**config.mk**
```make
export PLATFORM = sky130hd
export DESIGN_NAME = ehash_ctrl
export DESIGN_NICKNAME = d
export VERILOG_FILES = /design/src/hdl/ehash_pkg.sv /design/src/hdl/ehash_ctrl.sv
export SDC_FILE = /design/constraint.sdc
export NUM_CORES = 1
export LEC_CHECK = 0
export BUFFER_PORTS_ARGS = -buffer_cell sky130_fd_sc_hd__buf_4
export CORE_AREA = 2 2 63 47
export DETAILED_ROUTE_END_ITERATION = 6
export DIE_AREA = 0 0 65 49
export PLACE_DENSITY = 0.71
export RECOVER_POWER = 50
export SLEW_MARGIN = 25
export SYNTH_ARGS = -nofsm -noshare
export SYNTH_HDL_FRONTEND = slang
export SYNTH_SLANG_ARGS = --single-unit
```
**constraint.sdc**
```tcl
create_clock -name clk -period 3.6 [get_ports clk]
set_clock_uncertainty 0.1 [all_clocks]
set_input_delay 0.54 -clock clk [delete_from_list [all_inputs] [get_ports clk]]
set_output_delay 0.54 -clock clk [all_outputs]
set_load 0.05 [all_outputs]
```
**src/hdl/ehash_pkg.sv**
```systemverilog
package ehash_pkg;

  localparam int MAX_GLOBAL_DEPTH = 8;
  localparam int BUCKET_SLOTS = 4;

  localparam logic [1:0] OP_SEARCH = 2'd0;
  localparam logic [1:0] OP_INSERT = 2'd1;
  localparam logic [1:0] OP_CLEAR  = 2'd2;
  localparam logic [1:0] OP_NOP    = 2'd3;

  localparam logic [1:0] STAT_OK        = 2'd0;
  localparam logic [1:0] STAT_NOT_FOUND = 2'd1;
  localparam logic [1:0] STAT_DEPTH     = 2'd2;
  localparam logic [1:0] STAT_ZERO_VAL  = 2'd3;

  localparam logic CFG_INIT_DEPTH = 1'b0;
  localparam logic CFG_CAPACITY   = 1'b1;

  typedef enum logic [4:0] {
    CMD_NONE, CMD_LOAD, CMD_CLR_START, CMD_CLR_STEP, CMD_CLR_END,
    CMD_DIR_RD, CMD_META_RD, CMD_META_LATCH, CMD_SLOT_RD, CMD_SLOT_CMP,
    CMD_STORE, CMD_DBL_START, CMD_DBL_RD, CMD_DBL_WR, CMD_DBL_END,
    CMD_SPL_START, CMD_SPL_RD, CMD_SPL_WR, CMD_SPL_META0, CMD_SPL_META1,
    CMD_DIRU_RD, CMD_DIRU_WR, CMD_SPL_END
  } dp_cmd_t;

  typedef struct packed {
    dp_cmd_t    code;
    logic       res_en;
    logic [1:0] res_status;
    logic       publish;
  } ctrl_cmd_t;

  typedef struct packed {
    logic [1:0] op;
    logic       val_zero;
    logic       fits;
    logic       ld_ge_gl;
    logic       gl_max;
    logic       nfb_full;
    logic       scan_done;
    logic       hit;
    logic       half_done;
    logic       clr_last;
    logic       iter_done;
  } dp_flags_t;

endpackage

```
**src/hdl/ehash_ctrl.sv**
```systemverilog
module ehash_ctrl (
  input  logic                 clk,
  input  logic                 rst,
  input  logic                 in_valid,
  output logic                 in_ready,
  output logic                 out_valid,
  input  logic                 out_ready,
  input  ehash_pkg::dp_flags_t flags,
  output ehash_pkg::ctrl_cmd_t cmd
);

  typedef enum logic [4:0] {
    S_INIT, S_CLR_LOOP, S_CLR_END, S_IDLE, S_DISPATCH, S_DIR_RD, S_META_RD,
    S_LATCH, S_SRCH_CHK, S_SRCH_CMP, S_INS_CHK, S_DBL_RD, S_DBL_WR,
    S_SPL_CHK, S_SPL_RD, S_SPL_WR, S_SPL_M1, S_DIRU_RD, S_DIRU_WR,
    S_NEXT, S_DONE
  } state_t;

  state_t state, state_next;
  logic   init_pass;

  always_comb begin
    state_next     = state;
    cmd.code       = ehash_pkg::CMD_NONE;
    cmd.res_en     = 1'b0;
    cmd.res_status = ehash_pkg::STAT_OK;
    cmd.publish    = 1'b0;
    unique case (state)
      S_INIT: begin
        cmd.code   = ehash_pkg::CMD_CLR_START;
        state_next = S_CLR_LOOP;
      end
      S_CLR_LOOP: begin
        cmd.code = ehash_pkg::CMD_CLR_STEP;
        if (flags.clr_last) begin
          state_next = S_CLR_END;
        end
      end
      S_CLR_END: begin
        cmd.code = ehash_pkg::CMD_CLR_END;
        // the pass after reset delivers no item
        state_next = init_pass ? S_IDLE : S_DONE;
      end
      S_IDLE: begin
        if (in_valid) begin
          cmd.code   = ehash_pkg::CMD_LOAD;
          state_next = S_DISPATCH;
        end
      end
      S_DISPATCH: begin
        unique case (flags.op)
          ehash_pkg::OP_SEARCH: state_next = S_DIR_RD;
          ehash_pkg::OP_INSERT: begin
            if (flags.val_zero) begin
              cmd.res_en     = 1'b1;
              cmd.res_status = ehash_pkg::STAT_ZERO_VAL;
              state_next     = S_DONE;
            end else begin
              state_next = S_DIR_RD;
            end
          end
          ehash_pkg::OP_CLEAR: begin
            cmd.code   = ehash_pkg::CMD_CLR_START;
            state_next = S_CLR_LOOP;
          end
          default: state_next = S_DONE;
        endcase
      end
      S_DIR_RD: begin
        cmd.code   = ehash_pkg::CMD_DIR_RD;
        state_next = S_META_RD;
      end
      S_META_RD: begin
        cmd.code   = ehash_pkg::CMD_META_RD;
        state_next = S_LATCH;
      end
      S_LATCH: begin
        cmd.code   = ehash_pkg::CMD_META_LATCH;
        state_next = (flags.op == ehash_pkg::OP_SEARCH) ? S_SRCH_CHK : S_INS_CHK;
      end
      S_SRCH_CHK: begin
        if (flags.scan_done) begin
          cmd.res_en     = 1'b1;
          cmd.res_status = ehash_pkg::STAT_NOT_FOUND;
          state_next     = S_DONE;
        end else begin
          cmd.code   = ehash_pkg::CMD_SLOT_RD;
          state_next = S_SRCH_CMP;
        end
      end
      S_SRCH_CMP: begin
        cmd.code = ehash_pkg::CMD_SLOT_CMP;
        if (flags.hit) begin
          cmd.res_en = 1'b1;
          state_next = S_DONE;
        end else begin
          state_next = S_SRCH_CHK;
        end
      end
      S_INS_CHK: begin
        if (flags.fits) begin
          cmd.code   = ehash_pkg::CMD_STORE;
          cmd.res_en = 1'b1;
          state_next = S_DONE;
        end else if (flags.ld_ge_gl) begin
          if (flags.gl_max) begin
            cmd.res_en     = 1'b1;
            cmd.res_status = ehash_pkg::STAT_DEPTH;
            state_next     = S_DONE;
          end else begin
            cmd.code   = ehash_pkg::CMD_DBL_START;
            state_next = S_DBL_RD;
          end
        end else begin
          state_next = S_SPL_CHK;
        end
      end
      S_DBL_RD: begin
        if (flags.half_done) begin
          cmd.code   = ehash_pkg::CMD_DBL_END;
          state_next = S_SPL_CHK;
        end else begin
          cmd.code   = ehash_pkg::CMD_DBL_RD;
          state_next = S_DBL_WR;
        end
      end
      S_DBL_WR: begin
        cmd.code   = ehash_pkg::CMD_DBL_WR;
        state_next = S_DBL_RD;
      end
      S_SPL_CHK: begin
        if (flags.nfb_full) begin
          cmd.res_en     = 1'b1;
          cmd.res_status = ehash_pkg::STAT_DEPTH;
          state_next     = S_DONE;
        end else begin
          cmd.code   = ehash_pkg::CMD_SPL_START;
          state_next = S_SPL_RD;
        end
      end
      S_SPL_RD: begin
        if (flags.scan_done) begin
          cmd.code   = ehash_pkg::CMD_SPL_META0;
          state_next = S_SPL_M1;
        end else begin
          cmd.code   = ehash_pkg::CMD_SPL_RD;
          state_next = S_SPL_WR;
        end
      end
      S_SPL_WR: begin
        cmd.code   = ehash_pkg::CMD_SPL_WR;
        state_next = S_SPL_RD;
      end
      S_SPL_M1: begin
        cmd.code   = ehash_pkg::CMD_SPL_META1;
        state_next = S_DIRU_RD;
      end
      S_DIRU_RD: begin
        if (flags.half_done) begin
          cmd.code   = ehash_pkg::CMD_SPL_END;
          state_next = S_NEXT;
        end else begin
          cmd.code   = ehash_pkg::CMD_DIRU_RD;
          state_next = S_DIRU_WR;
        end
      end
      S_DIRU_WR: begin
        cmd.code   = ehash_pkg::CMD_DIRU_WR;
        state_next = S_DIRU_RD;
      end
      S_NEXT: begin
        if (flags.iter_done) begin
          cmd.res_en     = 1'b1;
          cmd.res_status = ehash_pkg::STAT_DEPTH;
          state_next     = S_DONE;
        end else begin
          state_next = S_DIR_RD;
        end
      end
      S_DONE: begin
        if (!out_valid || out_ready) begin
          cmd.publish = 1'b1;
          state_next  = S_IDLE;
        end
      end
      default: state_next = S_IDLE;
    endcase
  end

  always_ff @(posedge clk) begin
    if (rst) begin
      state     <= S_INIT;
      init_pass <= 1'b1;
      out_valid <= 1'b0;
    end else begin
      state <= state_next;
      if (state == S_CLR_END) begin
        init_pass <= 1'b0;
      end
      if (cmd.publish) begin
        out_valid <= 1'b1;
      end else if (out_ready) begin
        out_valid <= 1'b0;
      end
    end
  end

  assign in_ready = (state == S_IDLE);

endmodule

```
======== After elaboration in Yosys (flattened, before gate mapping) ========
Index checks and enable logic that the tools add are counted.
operators by class
  multiplexer cells ....................... 43
  equality and inequality tests ........... 25
  reductions and logical operators ........ 7
operators with widths
  cell                  count
  $pmux W5 S20          1
  $pmux W5 S19          1
  $mux W5               14
  $eq A5 B4 Y1 const B  8
  $eq A5 B5 Y1 const B  5
  $eq A5 B3 Y1 const B  4
  $mux W3               6
  $pmux W5 S3           1
  $mux W2               6
  $mux W4               3
  $eq A5 B2 Y1 const B  2
  $pmux W2 S5           1
  $mux W1               8
  $mux W7               1
  $ne A2 B2 Y1 const B  3
  $pmux W1 S6           1
  $eq A5 B1 Y1 const B  1
  $logic_not A5 Y1      1
  $reduce_and A3 Y1     1
  $eq A2 B1 Y1 const B  1
  $eq A2 B2 Y1 const B  1
  $logic_not A2 Y1      1
  $reduce_bool A2 Y1    1
  $reduce_or A2 Y1      1
  2 further kinds       2
storage, ports and cells
  output and inout port bits .............. 11
  input bits .............................. 16
  register bits after elaboration ......... 7
  word-level logic and storage cells ...... 78

======== Depth between registers and ports, before layout ========
Gate-level depths: netlist of run 1.
  depth after elaboration ................. 5
  gate-level depth with buffers ........... 6
  depth with buffers taken out ............ 4

======== Worst setup path before layout of run 1 ========
No wires, ideal clock.
  kind .................................... register -> output
  start point ............................. register state[1]
  end point ............................... output port cmd[6] (netlist name)
  slack ................................... 0.823 ns
  stages on the path, launching flop included .. 6
  data arrival time ....................... 2.137 ns
  required time ........................... 2.960 ns
  buffers on the path ..................... 2
  path through ............................ dfxtp_1 > buf_2 > buf_2 > nor2b_1 > a21oi_1 > o32ai_1
RTL lines
  element                 RTL line           source
  from (decl)             ehash_ctrl.sv:19   state_t state, state_next;
  from (signal assigned)  ehash_ctrl.sv:196  state <= state_next;
  to (decl)               ehash_ctrl.sv:9    output ehash_pkg::ctrl_cmd_t cmd

==> metrics, run 1 <==
switching power ~440 uW; Die X 65 um; die area 3185 um2; number of synthesized register bits 7; gr usage total 21.76%; number of I/O pins 27; sequential share of the synthesized area 13.98%; layout cells sized above 1 22.29%; standby leakage power 0.0004574 uW; Slew @ Worst Pin approximately 0.85 ns; WL final 3.279 mm; Fillers 286; Initial Utilization 38.22%; Setup-failing EPs final 0; slew margin rel. 43.31%; placed inst area 1191 um2; H-tree Lvls 1; GP Congestion 0.9424; ANT nets after route 0; # Post-CTS Setup Buffers 0; crit path DAT 2.21 ns; Main synth FF type dfxtp_1; synth-to-layout area growth 22.60%; commonest cells after routing, fill and taps aside buf_4, nor2_1, o21ai_0; DP HPWL 2.468 mm; Power Internal ~360 uW; final setup TNS 0 ns; port bufs 26; Yosys warning count 0; post-CTS resize count 0; initial antenna violation count 0; Sequential Power Share between 20% and 30%; Cells after Synth 146; max-slew violations 0; fmax 350.8 MHz; Hold Vio Cnt, Final 0; maximum clock path buffer count 2; Clock transition at path regs 0.04 ns; Die Y about 49 um; Worst setup EP type output pin; fraction of power consumed by the clock network 14.4%; DR DRC count 0; class of the most critical hold timing path reg -> reg; number of distinct library cells after synthesis 49; CTS Buf Count 3; Iteration-0 DRC Markers about 110; Hold-fix buffers, CTS 0; CTS tree done; combinational power share a little under two thirds; Final nets 183; commonest non-fill, non-tap cell in the layout buf_4; Final Instance Area 1229 um2; clock root buffer clkbuf_8; Rows 16; gr ovfl total 0; global-route wire length before repair 5.402 mm; WP data required 2.96 ns; Ant. Diodes 0; Avg Cell Area, Syn 6.864 um2; CTS sink count 7; P per Cell Area between 600 and 700 nW/um2; max cap viols 0; RSZ-0062 raised after global routing no; drt pass-1 iters 5; Period minus WS final 2.850 ns; outcome finished, final reports clean; Post-Syn Nets 162; Post-Syn Area 1002 um2; CP Class reg -> out; vias per cell ~6.3; Core Footprint 2623 um2; maximum vdd drop 0.3668 mV; via count 1277; Sw Ratio about 55%; worst-path fanout max 24; DR WL/cell about 16 um; asr flop ratio synth 0%; vias in the first global route between 1000 and 1500; Startpoint Class flip-flop; fin crit share 79.17%; largest net degree at the start of global routing 28; Clk Latency, worst-skew pair between 0.2 and 0.25 ns; Post-synth EDFFs 0
## sequential cells by signal, summed over array words and instances (netlist names)
register / flops
init_pass: 1
state: 5
out_valid: 1
## path summary, 6_finish.rpt
path	start	end	slack, ns	cells after the start
min	init_pass	init_pass	0.41	2
max	state[3]	cmd[7]	0.75	5
min reg2reg	init_pass	init_pass	0.41	2
max reg2reg	state[3]	state[3]	1.61	4
## synthesized netlist by cell type, types with 2 or more instances
cell type   n  share of area, %
nor2_1     12               4.5
o21ai_0    10               5.0
nand2b_1    9               5.6
a21oi_1     8               4.0
buf_2       8               4.0
nand2_1     8               3.0
a31oi_1     7               4.4
dfxtp_1     7                14
nor2b_1     7               4.4
nand3_1     6               3.0
nor3_1      5               2.5
inv_1       4               1.5
nor3b_1     3               2.2
nor4_1      3               1.9
or2_2       3               1.9
or3b_1      3               2.6
a21o_1      2               1.5
a221oi_1    2               1.7
a22oi_1     2               1.5
a311oi_1    2               1.7
a41oi_1     2               1.7
and3_1      2               1.2
nand3b_1    2               1.5
nand4_1     2               1.2
nor3_2      2               2.0
or3_1       2               1.2
## worst max-delay path: stages (launching register included)
cell,delay (ns)
dfxtp_1,0.77
or3b_1,0.45
nor2_1,0.23
o21ai_0,0.20
nand3_1,0.13
buf_4,0.20
## kinds of logic after synthesis
family	after synthesis	synth area share, %
xor+xnor	1	0.8741
buf+inv	15	7.365
compound gates	48	32.34
flops	7	13.98
simple gates	74	44.32
mux	1	1.124
## layout make-up
cell class              count  area (um2)  share of cell area [%]
multi-input cells         124       788.3                   64.15
repair buffers             27       195.2                   15.89
flip-flops and latches      7       140.1                   11.41
clock buffers               4       45.04                   3.666
well taps                  36       45.04                   3.666
inverters                   4       15.01                   1.222
## through the flow
step | std cells | util, % | worst slack, ns | hold WS (ns) | power (uW)
final | 202 | 46.85 | 0.7497 | 0.4141 | 799.4
after global routing | 202 | 46.85 | 0.5676 | 0.4102 | 859.2
after global placement | 198 | 45.42 | 1.096 | 0.3942 | 671.5
after detailed placement | 198 | 45.42 | 1.040 | 0.4153 | 675.9
after CTS | 202 | 47.14 | 0.7877 | 0.4141 | 792.9
after floorplan | 146 | - | 0.8231 | 0.3681 | 556.9
## routing by layer
metal  wire length (um)  track usage [%]
met5                  0                0
met4                 46            8.511
met3                369            5.312
met2               1415            30.76
met1               1447            31.41
## power groups by stage
stage	Sequential [uW]	Combinational (uW)	Clock, uW
after floorplan	113	444	0
after global placement	172	499	0
after detailed placement	173	503	0
after CTS	173	505	114
after global routing	184	549	126
final	178	507	115
(Power assumes the default switching activity.)
==> inputs of run 2 (changes only) <==
--- a/config.mk
+++ b/config.mk
@@ -5,11 +5,12 @@
 export SDC_FILE = /design/constraint.sdc
 export NUM_CORES = 1
 export LEC_CHECK = 0
+export ABC_AREA = 1
 export BUFFER_PORTS_ARGS = -buffer_cell sky130_fd_sc_hd__buf_4
-export CORE_AREA = 2 2 63 47
+export CORE_AREA = 2 2 64 48
 export DETAILED_ROUTE_END_ITERATION = 6
-export DIE_AREA = 0 0 65 49
-export PLACE_DENSITY = 0.71
+export DIE_AREA = 0 0 66 50
+export PLACE_DENSITY = 0.7
 export RECOVER_POWER = 50
 export SLEW_MARGIN = 25
 export SYNTH_ARGS = -nofsm -noshare
==> constraint.sdc (replaced) <==
create_clock -name clk -period 2.9 [get_ports clk]
set_clock_uncertainty 0.1 [all_clocks]
set_input_delay 0.435 -clock clk [delete_from_list [all_inputs] [get_ports clk]]
set_output_delay 0.435 -clock clk [all_outputs]
set_load 0.05 [all_outputs]
==> run 2 against run 1 <==
  * Sequential share of layout area decreased by 0.22 points
  * Utilization decreased by 0.16 points
  * Sequential power decreased by 4%
  * Cell count increased by 30%
  * First-iteration DRC count increased by 37%
  * Highest routed layer unchanged
==> metrics, run 2 <==
outcome finished, final reports clean; maximum vdd drop 0.4497 mV; max-slew violations 0; most area-consuming cells after synthesis nand2_1, nor2_1, dfxtp_1; class of the most critical hold timing path in -> reg; Worst path max stage delay 0.38 ns; Post-Syn Nets approximately 220; sequential share of the synthesized area a little over an eighth; drt pass-1 iters 5; Core Footprint 2683 um2; Synth area leader nand2_1; CTS sink count 7; CTS Buf Count 3; placed inst area 1225 um2; largest net degree at the start of global routing 12; P per Cell Area 760.9 nW/um2; maximum clock path buffer count 2; worst-path fanout max 11; vias in the first global route between 1000 and 1500; Period minus WS final 2.536 ns; DR DRC count 0; most common cell in the netlist nand2_1; Top delay family on crit path simple AND/OR/NAND/NOR gates; Worst setup EP type output pin; Top reg by flops state; slew margin rel. between 60% and 70%; WP data required 2.37 ns; top post-synthesis cells by count nand2_1, nor2_1, inv_1; max reg flops 5; via count 1355; Regs by FF count state (5), init_pass (1), out_valid (1); global-route wire length before repair 5.692 mm; top cell type's share of synthesized area 22.00%; vias per cell 5.172; Ant. Diodes 0; gr usage total 22.56%; WL final between 3 and 4 mm; DP HPWL 2.845 mm; Clk Latency, worst-skew pair approximately 0.22 ns; initial antenna violation count 0; number of synthesized register bits 7; final setup TNS 0 ns; Avg Cell Area, Syn 5.117 um2; commonest non-fill, non-tap cell in the layout nand2_1; port bufs 26; crit path DAT 2.00 ns; Final nets ~240; Die Y 50 um; asr flop ratio synth 0%; slowest CP cell dfxtp_1; # Post-CTS Setup Buffers 0; standby leakage power approximately 0.00075 uW; CP Class reg -> out; Setup-failing EPs final 0; number of I/O pins 27; synth-to-layout area growth 22.37%; CTS tree done; Hold Vio Cnt, Final 0; Main synth FF type dfxtp_1; Final Instance Area 1252 um2; Slew @ Worst Pin 0.5946 ns; clock root buffer clkbuf_8; Initial Utilization 38.15%; Rows 16; Die X 66 um; die area 3300 um2; layout cells sized above 1 between 10% and 20%; DR WL/cell 12.98 um; RSZ-0062 raised after global routing no; fmax 394.3 MHz; Post-Syn Area 1023 um2; Post-synth EDFFs 0; Yosys warning count 0; Clock transition at path regs 0.04 ns; GP Congestion 0.9502; max cap viols 0; Cell Chain, Critical Path inv_1 > nand3_1 > nor2_1 > nand2_1 > and3_1 > nand4_1 > buf_4; Startpoint Class flip-flop; H-tree Lvls 1; Cells after Synth 200; fin crit share between 80% and 90%; Critical path buffers and inverters 2; commonest cells after routing, fill and taps aside nand2_1, nor2_1, inv_1; Hold-fix buffers, CTS 0; ANT nets after route 0; post-CTS resize count 0; Iteration-0 DRC Markers 149; gr ovfl total 0; number of distinct library cells after synthesis 24
[run 2: cell types whose count changed after synthesis, moves of 9 or more]
| cell | previous run | this run |
|---|---|---|
| inv_1 | 4 | 26 |
| nand2b_1 | 9 | 0 |
| nor2_1 | 12 | 44 |
| nand2_1 | 8 | 60 |
| nand3_1 | 6 | 23 |
[run 2: per-stage QoR]
| step | cells | total power (uW) | util [%] | hold WS (ns) | setup slack (ns) |
|---|---|---|---|---|---|
| after floorplan | 200 | 665.0 | - | 0.3630 | 0.4190 |
| after global placement | 258 | 823.6 | 45.66 | 0.4153 | 0.6222 |
| after detailed placement | 258 | 811.5 | 45.66 | 0.4322 | 0.6979 |
| after CTS | 262 | 953.2 | 47.34 | 0.3096 | 0.4502 |
| after global routing | 262 | 1030 | 46.69 | 0.3122 | 0.2054 |
| final | 262 | 953.0 | 46.69 | 0.3129 | 0.3642 |
[run 2: path summary, 6_finish.rpt]
check / from / endpoint / slack [ns] / cells after the start
worst max-delay path: state[4] / cmd[6] / 0.36 / 7
worst min-delay path: rst / out_valid / 0.31 / 2
worst min register to register: init_pass / init_pass / 0.44 / 2
worst max register to register: state[4] / state[0] / 0.87 / 10
[run 2: layer usage]
| layer | vias up | GRT usage [%] | part of all wire [%] |
|---|---|---|---|
| met3 | 5 | 5.708 | 12 |
| met2 | 61 | 30.47 | 41 |
| met1 | 598 | 35.44 | 47 |
| met4 | 0 | 4.082 | 0.53 |
| li1 | 691 | - | - |
| met5 | - | 0 | 0 |
[run 2: power breakdown]
part | leakage [uW] | internal (uW) | switching (uW)
combinational | 0.000670 | 205 | 443
sequential | 0.0000573 | 121 | 48.9
clock | 0.0000228 | 94.9 | 40.1
[run 2: final cells by class]
class / instances / area, um2
Timing Repair Buffer: 26 / 188.9
Multi-Input combinational cell: 162 / 732.0
Tap cell: 36 / 45.04
Sequential cell: 7 / 140.1
Fill cell: 314 / 1430
Inverter: 27 / 101.3
Clock buffer: 4 / 45.04
[run 2: kinds of logic (layout without fill, tap and decap cells)]
group	after synthesis	after routing	share of synthesized area, %
AO/OA/AOI/OAI	19	19	11.49
buffers and inverters	31	57	13.69
flip-flops	7	7	13.69
AND/OR/NAND/NOR	143	143	61.13
==> inputs of run 3 (changes only) <==
--- a/config.mk
+++ b/config.mk
@@ -5,13 +5,15 @@
 export SDC_FILE = /design/constraint.sdc
 export NUM_CORES = 1
 export LEC_CHECK = 0
-export ABC_AREA = 1
+export ABC_AREA = 0
 export BUFFER_PORTS_ARGS = -buffer_cell sky130_fd_sc_hd__buf_4
-export CORE_AREA = 2 2 64 48
+export CAP_MARGIN = 10
+export CORE_AREA = 2 2 63 47
 export DETAILED_ROUTE_END_ITERATION = 6
-export DIE_AREA = 0 0 66 50
-export PLACE_DENSITY = 0.7
+export DIE_AREA = 0 0 65 49
+export PLACE_DENSITY = 0.71
 export RECOVER_POWER = 50
+export REMOVE_ABC_BUFFERS = 1
 export SLEW_MARGIN = 25
 export SYNTH_ARGS = -nofsm -noshare
 export SYNTH_HDL_FRONTEND = slang
==> run 3 against run 2 <==
  * Clock-buffer cell count fell by 1
  * Critical path type unchanged
  * Fmax fell by 7.3%
  * Cell count fell by 22%
  * Cell area fell by 1.4%
  * Global-route usage fell by 1.5 points
  * Critical path depth fell by 2
  * Clock power barely moved
  * First-iteration DRC count rose by 13%
  * Sequential power rose by 46%
  * Die area fell by 3.5%
  * Highest routed layer unchanged
==> metrics, run 3 (same netlist as run 1, synthesis figures left out) <==
WL final 3.364 mm; worst-path fanout max 25; global-route wire length before repair 5.361 mm; largest net degree at the start of global routing 28; Hold Vio Cnt, Final 0; Regs by FF count state (5), init_pass (1), out_valid (1); DR DRC count 0; number of I/O pins 27; maximum vdd drop 0.3122 mV; Rows 16; # Post-CTS Setup Buffers 0; Hold-fix buffers, CTS 0; Worst Hold Depth 2; H-tree Lvls 1; crit path DAT 2.20 ns; met2 usage 31.10%; Iteration-0 DRC Markers 169; via count between 1000 and 1500; commonest cells after routing, fill and taps aside buf_4, nor2_1, o21ai_0; Reg2Reg Setup Slack 0.42 ns; vias in the first global route between 1000 and 1500; Fillers around 280; Startpoint Class flip-flop; Die X between 60 and 70 um; layout cells sized above 1 22.62%; Top reg by flops state; DR WL/cell 16.49 um; CTS Buf Count 3; CTS sink count 7; WHS 0.3329 ns; initial antenna violation count 0; final core occ 47.09%; gr usage total 21.08%; max cap viols 0; Final nets 185; port bufs 26; max reg flops 5; maximum clock path buffer count 2; slowest CP cell dfxtp_1; vias per cell 6.343; placed inst area between 1000 and 1500 um2; Clock transition at path regs around 0.04 ns; Setup-failing EPs final 0; RSZ-0062 raised after global routing no; fmax 365.6 MHz; class of the most critical hold timing path in -> reg; drt pass-1 iters 5; CTS tree done; Worst setup EP type output pin; post-place setup slack roughly 0.44 ns; commonest non-fill, non-tap cell in the layout buf_4; max-slew violations 0; clock root buffer clkbuf_8; slew margin rel. 45.67%; DP HPWL 2.465 mm; Top delay family on crit path simple AND/OR/NAND/NOR gates; critical path depth 5; Ant. Diodes 0; fin crit share 94.33%; P per Cell Area 803.3 nW/um2; ANT nets after route 0; Critical path buffers and inverters 1; GR Layer Usage met1 29.82%; synth-to-layout area growth 23.22%; busiest grt layer met2; outcome finished, final reports clean; Period minus WS final between 2 and 3 ns; Setup WS post-layout 0.1645 ns; final setup TNS 0 ns; Die Y 49 um; Worst R2R Path Depth 5; M3 GR Usage roughly 8.5%; GP Congestion 1.066; gr ovfl total 0; WP data required 2.37 ns; standby leakage power 0.0004589 uW; Core Footprint between 2000 and 3000 um2; die area 3185 um2; Slew @ Worst Pin between 0.8 and 0.9 ns; Clk Latency, worst-skew pair 0.22 ns; CP Class reg -> out; Cell Chain, Critical Path or3_4 > nor4_2 > or2_2 > nand2b_1 > buf_4; Final Instance Area 1235 um2; Worst path max stage delay 0.56 ns; Initial Utilization 38.22%
[run 3: report_power, final]
group          leakage, uW  total [uW]  switching [uW]  internal, uW
clock            0.0000255         135            42.3          93.0
combinational     0.000376         608             381           227
sequential       0.0000577         248             124           124
total             0.000459         992             548           444
[run 3: worst register-to-register path, delay by kind of cell (launching register included)]
| family | cells | cell delay (ns) |
|---|---|---|
| flip-flops | 1 | 0.84 |
| multiplexers | 1 | 0.36 |
| AO/OA/AOI/OAI | 3 | 0.82 |
| buffers and inverters | 1 | 0.29 |
[run 3: layer usage]
layer  routed length (um)  part of all wire, %
met3                  508                   15
met1                 1399                   42
met5                    0                    0
met4                   49                  1.5
met2                 1406                   42
[run 3: through the flow]
stage                     power, uW  std cells
after floorplan               649.4        135
after global placement        845.2        200
after detailed placement      849.4        200
after CTS                     986.4        204
after global routing           1052        204
final                         992.0        204
[run 3: final cells by class]
| class | instances | area, um2 | area share (%) |
|---|---|---|---|
| Inverter | 4 | 15.01 | 1.216 |
| Sequential cell | 7 | 141.4 | 11.45 |
| Tap cell | 36 | 45.04 | 3.647 |
| Timing Repair Buffer | 29 | 198.9 | 16.11 |
| Clock buffer | 3 | 41.29 | 3.343 |
| Clock inverter | 1 | 5.005 | 0.4053 |
| Multi-Input combinational cell | 124 | 788.3 | 63.83 |
[run 3: timing repair]
| item | 4_1_cts | 5_1_grt |
|---|---|---|
| endpoints found under the setup margin | 0 | 1 |
| gates resized for setup | 0 | 1 |
| hold endpoints to repair | 0 | 0 |
[run 3: path summary, 6_finish.rpt]
path | start | to
max | state[1] | cmd[3]
min | rst | state[2]
max reg2reg | state[1] | state[0]
min reg2reg | init_pass | init_pass
